### config.mk
export PLATFORM = sky130hd
export DESIGN_NAME = pfsb_ctrl
export DESIGN_NICKNAME = d
export VERILOG_FILES = /design/src/design/pfsb_pkg.sv /design/src/design/pfsb_ctrl.sv
export VERILOG_INCLUDE_DIRS = /design/src /design/src/design
export SDC_FILE = /design/constraint.sdc
export NUM_CORES = 1
export LEC_CHECK = 0
export BUFFER_PORTS_ARGS = -buffer_cell sky130_fd_sc_hd__buf_2
export CORE_AREA = 2 2 39 41
export DETAILED_ROUTE_END_ITERATION = 10
export DIE_AREA = 0 0 41 43
export GPL_ROUTABILITY_DRIVEN = 0
export PLACE_DENSITY = 0.67
export SETUP_SLACK_MARGIN = 0.1
export SLEW_MARGIN = 20
export SYNTH_ARGS = -nofsm -noshare
export SYNTH_HDL_FRONTEND = slang
export SYNTH_SLANG_ARGS = --single-unit
export TNS_END_PERCENT = 100
### constraint.sdc
create_clock -name clock -period 3.3 [get_ports clock]
set_input_delay 0.165 -clock clock [delete_from_list [all_inputs] [get_ports clock]]
set_output_delay 0.165 -clock clock [all_outputs]
set_load 0.01 [all_outputs]
### src/design/page_framebuffer_sprite_blitter_core_defines.svh
// Assertion macros shared by the blitter modules.
// Each check is compiled out when SYNTHESIS is defined.
`ifndef PAGE_FRAMEBUFFER_SPRITE_BLITTER_CORE_DEFINES_SVH
`define PAGE_FRAMEBUFFER_SPRITE_BLITTER_CORE_DEFINES_SVH

`ifndef SYNTHESIS
// property must hold at every clock edge out of reset
`define PFSB_ASSERT(lbl, clk, rst, prop, msg) \
   lbl: assert property (@(posedge clk) disable iff (rst) prop) else $error(msg);
// condition must never be seen out of reset
`define PFSB_ASSERT_NEVER(lbl, clk, rst, cond, msg) \
   lbl: assert property (@(posedge clk) disable iff (rst) !(cond)) else $error(msg);
`else
`define PFSB_ASSERT(lbl, clk, rst, prop, msg)
`define PFSB_ASSERT_NEVER(lbl, clk, rst, cond, msg)
`endif

`endif

### src/design/pfsb_pkg.sv
`timescale 1ns / 1ps

package pfsb_pkg;

   // default sizes of the stores
   localparam int NUM_IMAGES_DEF  = 4;
   localparam int PAGES_DEF       = 8;
   localparam int COLUMNS_DEF     = 128;
   localparam int IMAGE_BYTES_DEF = 1024;

   // field widths of the words on the ports
   localparam int FUNC_W     = 2;
   localparam int SEL_W      = 2;
   localparam int IDX_W      = 10;
   localparam int FPAGE_W    = 3;
   localparam int FCOL_W     = 7;
   localparam int DATA_W     = 8;
   localparam int CSR_IDX_W  = 3;
   localparam int CSR_DATA_W = 8;

   // register reset values
   localparam logic [7:0] IMG_WIDTH_RST  = 8'd128;
   localparam logic [3:0] IMG_HEIGHT_RST = 4'd8;

   typedef enum logic [FUNC_W-1:0] {
      FUNC_LOAD  = 2'd0,
      FUNC_BLIT  = 2'd1,
      FUNC_READ  = 2'd2,
      FUNC_CLEAR = 2'd3
   } func_type;

   typedef enum logic [CSR_IDX_W-1:0] {
      CSR_BLIT_MODE   = 3'd0,
      CSR_IMG_WIDTH   = 3'd1,
      CSR_IMG_HEIGHT  = 3'd2,
      CSR_POS_X       = 3'd3,
      CSR_POS_PAGE    = 3'd4,
      CSR_POS_BIT_Y   = 3'd5
   } csr_index_type;

   // controller to datapath
   typedef struct packed {
      logic accept;      // word taken from the request channel
      logic clr_step;    // write one zero byte of the frame sweep
      logic prep_start;  // latch blit bounds from the registers
      logic red_step;    // one subtract step of the modulo reducer
      logic latch_wmod;  // width reduced, start on the column offset
      logic latch_col;   // column offset reduced, set up the walk
      logic k_adv;       // step the image row bases by one page
      logic blit_rd;     // read the image bytes for this frame byte
      logic blit_wr;     // write the frame byte and move on
      logic rsp_load;    // load the response register
   } ctrl_cmd_type;

   // datapath to controller
   typedef struct packed {
      logic clr_last;
      logic red_done;
      logic kprep_done;
      logic blit_last;
      logic blit_skip;
   } dp_status_type;

endpackage

### src/design/pfsb_ctrl.sv
`timescale 1ns / 1ps
`include "page_framebuffer_sprite_blitter_core_defines.svh"

module pfsb_ctrl (
   input  logic                        clock,
   input  logic                        reset,
   input  logic                        req_valid,
   output logic                        req_ready,
   input  logic [pfsb_pkg::FUNC_W-1:0] req_func,
   output logic                        rsp_valid,
   input  logic                        rsp_ready,
   output pfsb_pkg::ctrl_cmd_type      cmd,
   input  pfsb_pkg::dp_status_type     status
);

   import pfsb_pkg::*;

   typedef enum logic [3:0] {
      S_INIT,
      S_IDLE,
      S_CLEAR,
      S_PREP_START,
      S_PREP_W,
      S_PREP_C,
      S_PREP_K,
      S_BLIT_RD,
      S_BLIT_WR,
      S_FINISH
   } state_type;

   state_type state_ff, state_in;
   logic      rsp_valid_ff, rsp_valid_in;

   // next state and commands
   always_comb begin
      state_in  = state_ff;
      cmd       = '0;
      req_ready = 1'b0;
      unique case (state_ff)
         S_INIT: begin
            cmd.clr_step = 1'b1;
            if (status.clr_last) begin
               state_in = S_IDLE;
            end
         end
         S_IDLE: begin
            req_ready  = 1'b1;
            cmd.accept = req_valid;
            if (req_valid) begin
               case (req_func)
                  FUNC_BLIT:  state_in = S_PREP_START;
                  FUNC_CLEAR: state_in = S_CLEAR;
                  default:    state_in = S_FINISH;
               endcase
            end
         end
         S_CLEAR: begin
            cmd.clr_step = 1'b1;
            if (status.clr_last) begin
               state_in = S_FINISH;
            end
         end
         S_PREP_START: begin
            cmd.prep_start = 1'b1;
            state_in       = S_PREP_W;
         end
         S_PREP_W: begin
            if (status.blit_skip) begin
               state_in = S_FINISH;
            end else if (status.red_done) begin
               cmd.latch_wmod = 1'b1;
               state_in       = S_PREP_C;
            end else begin
               cmd.red_step = 1'b1;
            end
         end
         S_PREP_C: begin
            if (status.red_done) begin
               cmd.latch_col = 1'b1;
               state_in      = S_PREP_K;
            end else begin
               cmd.red_step = 1'b1;
            end
         end
         S_PREP_K: begin
            if (status.kprep_done) begin
               state_in = S_BLIT_RD;
            end else begin
               cmd.k_adv = 1'b1;
            end
         end
         S_BLIT_RD: begin
            cmd.blit_rd = 1'b1;
            state_in    = S_BLIT_WR;
         end
         S_BLIT_WR: begin
            cmd.blit_wr = 1'b1;
            state_in    = status.blit_last ? S_FINISH : S_BLIT_RD;
         end
         S_FINISH: begin
            if (!rsp_valid_ff || rsp_ready) begin
               cmd.rsp_load = 1'b1;
               state_in     = S_IDLE;
            end
         end
         default: state_in = S_INIT;
      endcase
   end

   // response slot
   always_comb begin
      if (cmd.rsp_load) begin
         rsp_valid_in = 1'b1;
      end else if (rsp_ready) begin
         rsp_valid_in = 1'b0;
      end else begin
         rsp_valid_in = rsp_valid_ff;
      end
   end

   always_ff @(posedge clock) begin
      if (reset) begin
         state_ff     <= S_INIT;
         rsp_valid_ff <= 1'b0;
      end else begin
         state_ff     <= state_in;
         rsp_valid_ff <= rsp_valid_in;
      end
   end

   assign rsp_valid = rsp_valid_ff;

   `PFSB_ASSERT(a_one_item, clock, reset, (req_valid && req_ready) |=> !req_ready, "second word taken while busy")
   `PFSB_ASSERT(a_rsp_shown, clock, reset, cmd.rsp_load |=> rsp_valid_ff, "loaded response not shown")
   `PFSB_ASSERT(a_init_quiet, clock, reset, (state_ff == S_INIT) |-> (!req_ready && !rsp_valid_ff), "activity during the clearing pass")

endmodule

==> reports/metrics.cfg <==
[finish]
post-route-cell-area_um2=613
final_nets=99
nFillCells=141
diodes=0
areaGrowthSynthToFinish_pct=21.3
final_layout_size_suffix_gt1_frac=0.356
layout_commonest_cell=buf_2
final_cell_mix=22 x buf_2, 8 x nor2_1, 6 x nor3_1, 6 x inv_1

[critical_path]
crit_type=flop to flop
crit_path_end_kind=flop
worstPathRequired_ns=3.43
critical_path.startpoint_type=flop
slowest_stage=dfxtp_1
cpPeakStageDelay_ns=0.56
path_cells=nand2b_1 -> nor4_1 -> a2111o_1 -> o41ai_2
startpoint=state_ff[1]
cp.arrival_ns=2.00
worstReg2RegStart=state_ff[1]
worstPathMaxFanout=12

[clock_tree]
root_buffer=clkbuf_4
cts_buffers=3
cts_tree=yes
path_clk_slew_ns=0.04
postCtsSetupRepairBufs=0
cts_resized=0
htree_levels=1
clock_sinks=5
cts_hold_buf=0
max-clock-path-buffers=2
clk_latency_ns=0.23

[timing]
tightest_slew_ns=0.427
fmax_mhz=536
slew_headroom=0.715
tns_ns=0
fin_ws_ns=1.43
min_period_over_period=0.566
grt_setup_unrepaired=false
finClkSkew_ns=0.00158
hold_violations=0
period_minus_slack_ns=1.87
finalSetupViolCount=0
slew_viol_final=0

[synthesis]
synth_nets=78
synth_xor_xnor_area_share=0
ys_seq_area_frac=0.198
synth-simple-area-share=0.337
synth_top_family_by_area=simple AND/OR/NAND/NOR gates
synth_cells=67
synth.avg_cell_area_um2=7.54
post_synth_instance_area_um2=505
synth-edff-count=0
ys_seq_elements=5
synth_fa_ha_area_frac=0
yosysWarnings=0
synth_cell_types=34
synth-compound-area-share=0.285
ys_async_sr_fraction=0
synth_ff_type=dfxtp_1
muxShareOfSynthArea=0.0396

[detailed_routing]
first_iter_violations=10
drtPass1Iterations=4
wl_per_cell_um=11.8
antenna_left=0
avgViaCountPerCell=5.33
drc=0
finalWirelength_mm=1.22
vias=549

[power]
power_w=0.000394
ir_drop_mv=0.250
power_density_nw_per_um2=642
leakage_nw=0.275

[floorplanning]
die_h_um=43
io-pin-count=23
start_util=0.365
dieWidth_um=41
rows=14
die_area_um2=1760
core_region_area_um2=1380

[global_route]
antenna_found_initial=0
track_usage=0.158
grt_pass1_wl_mm=1.87
grt_pass1_vias=473
grt_max_degree=14
overflow=0

[worst_hold_path]
min_path_type=input port to flop
hold_start=reset

[outcome]
status=finished, final reports clean

[placed_design]
dp.final_hpwl_um=986
dpl_cell_area_um2=587
io_buffers=22
pre_cts_slack_ns=1.45

[run]
drv_cap=0

==> report_power, final <==
part | switching [W] | total, W | leakage (nW) | internal, W
sequential | 0.0000466 | 0.000123 | 0.0408 | 0.0000760
combinational | 0.000110 | 0.000204 | 0.219 | 0.0000936
clock | 0.0000216 | 0.0000671 | 0.0150 | 0.0000455
==> synthesized netlist by cell type (all sizes together), types with 3 or more instances <==
cell type  n  area [um^2]
nor3       6         30.0
nand2b     5         31.3
nand2      3         13.8
dfxtp      5          100
buf        5         41.3
nor2       9         36.3
inv        6         22.5
==> sequential cells by signal (all words and copies together) (netlist names) <==
signal and count:
state_ff 4, rsp_valid 1
==> critical path, delay by kind of cell (launching register included) <==
family | cells | cell delay [ns]
compound gates | 2 | 0.72
flops | 1 | 0.56
simple gates | 2 | 0.48
==> logic make-up (layout without fill, tap and decap cells) <==
logic type	after synthesis	count (layout)
compound gates	17	17
flops	5	5
buf+inv	12	32
mux	2	2
simple gates	31	31
==> layout make-up <==
class,count,area (um^2),area share
clock buffer,4,26.3,0.0429
inverter,6,22.5,0.0367
sequential,5,100,0.163
timing repair buffer,22,110,0.180
multi-input combinational,50,334,0.545
tap,16,20.0,0.0327
==> stage by stage <==
step                      utilization  std cells  hold WS, ns
after floorplan                     -         67        0.237
after global placement          0.424         99        0.425
after detailed placement        0.424         99        0.440
after CTS                       0.443        103        0.193
after global routing            0.443        103        0.186
final                           0.443        103        0.199
==> metal layers <==
layer	part of all wire	up-vias	GRT usage	wire length, um
met5	0	-	0	0
met4	0.027	0	0.140	33
met3	0.065	4	0.0366	79
met2	0.48	24	0.241	584
met1	0.43	237	0.168	522
li1	-	284	-	-
==> worst paths after layout <==
| check | endpoint | slack (ns) | cells after the start |
|---|---|---|---|
| setup / recovery | state_ff[0] | 1.43 | 4 |
| hold / removal | rsp_valid | 0.20 | 2 |
| setup reg to reg | state_ff[0] | 1.43 | 4 |
| hold reg to reg | rsp_valid | 0.66 | 3 |
No activity file was read; power rests on OpenSTA's default activity.
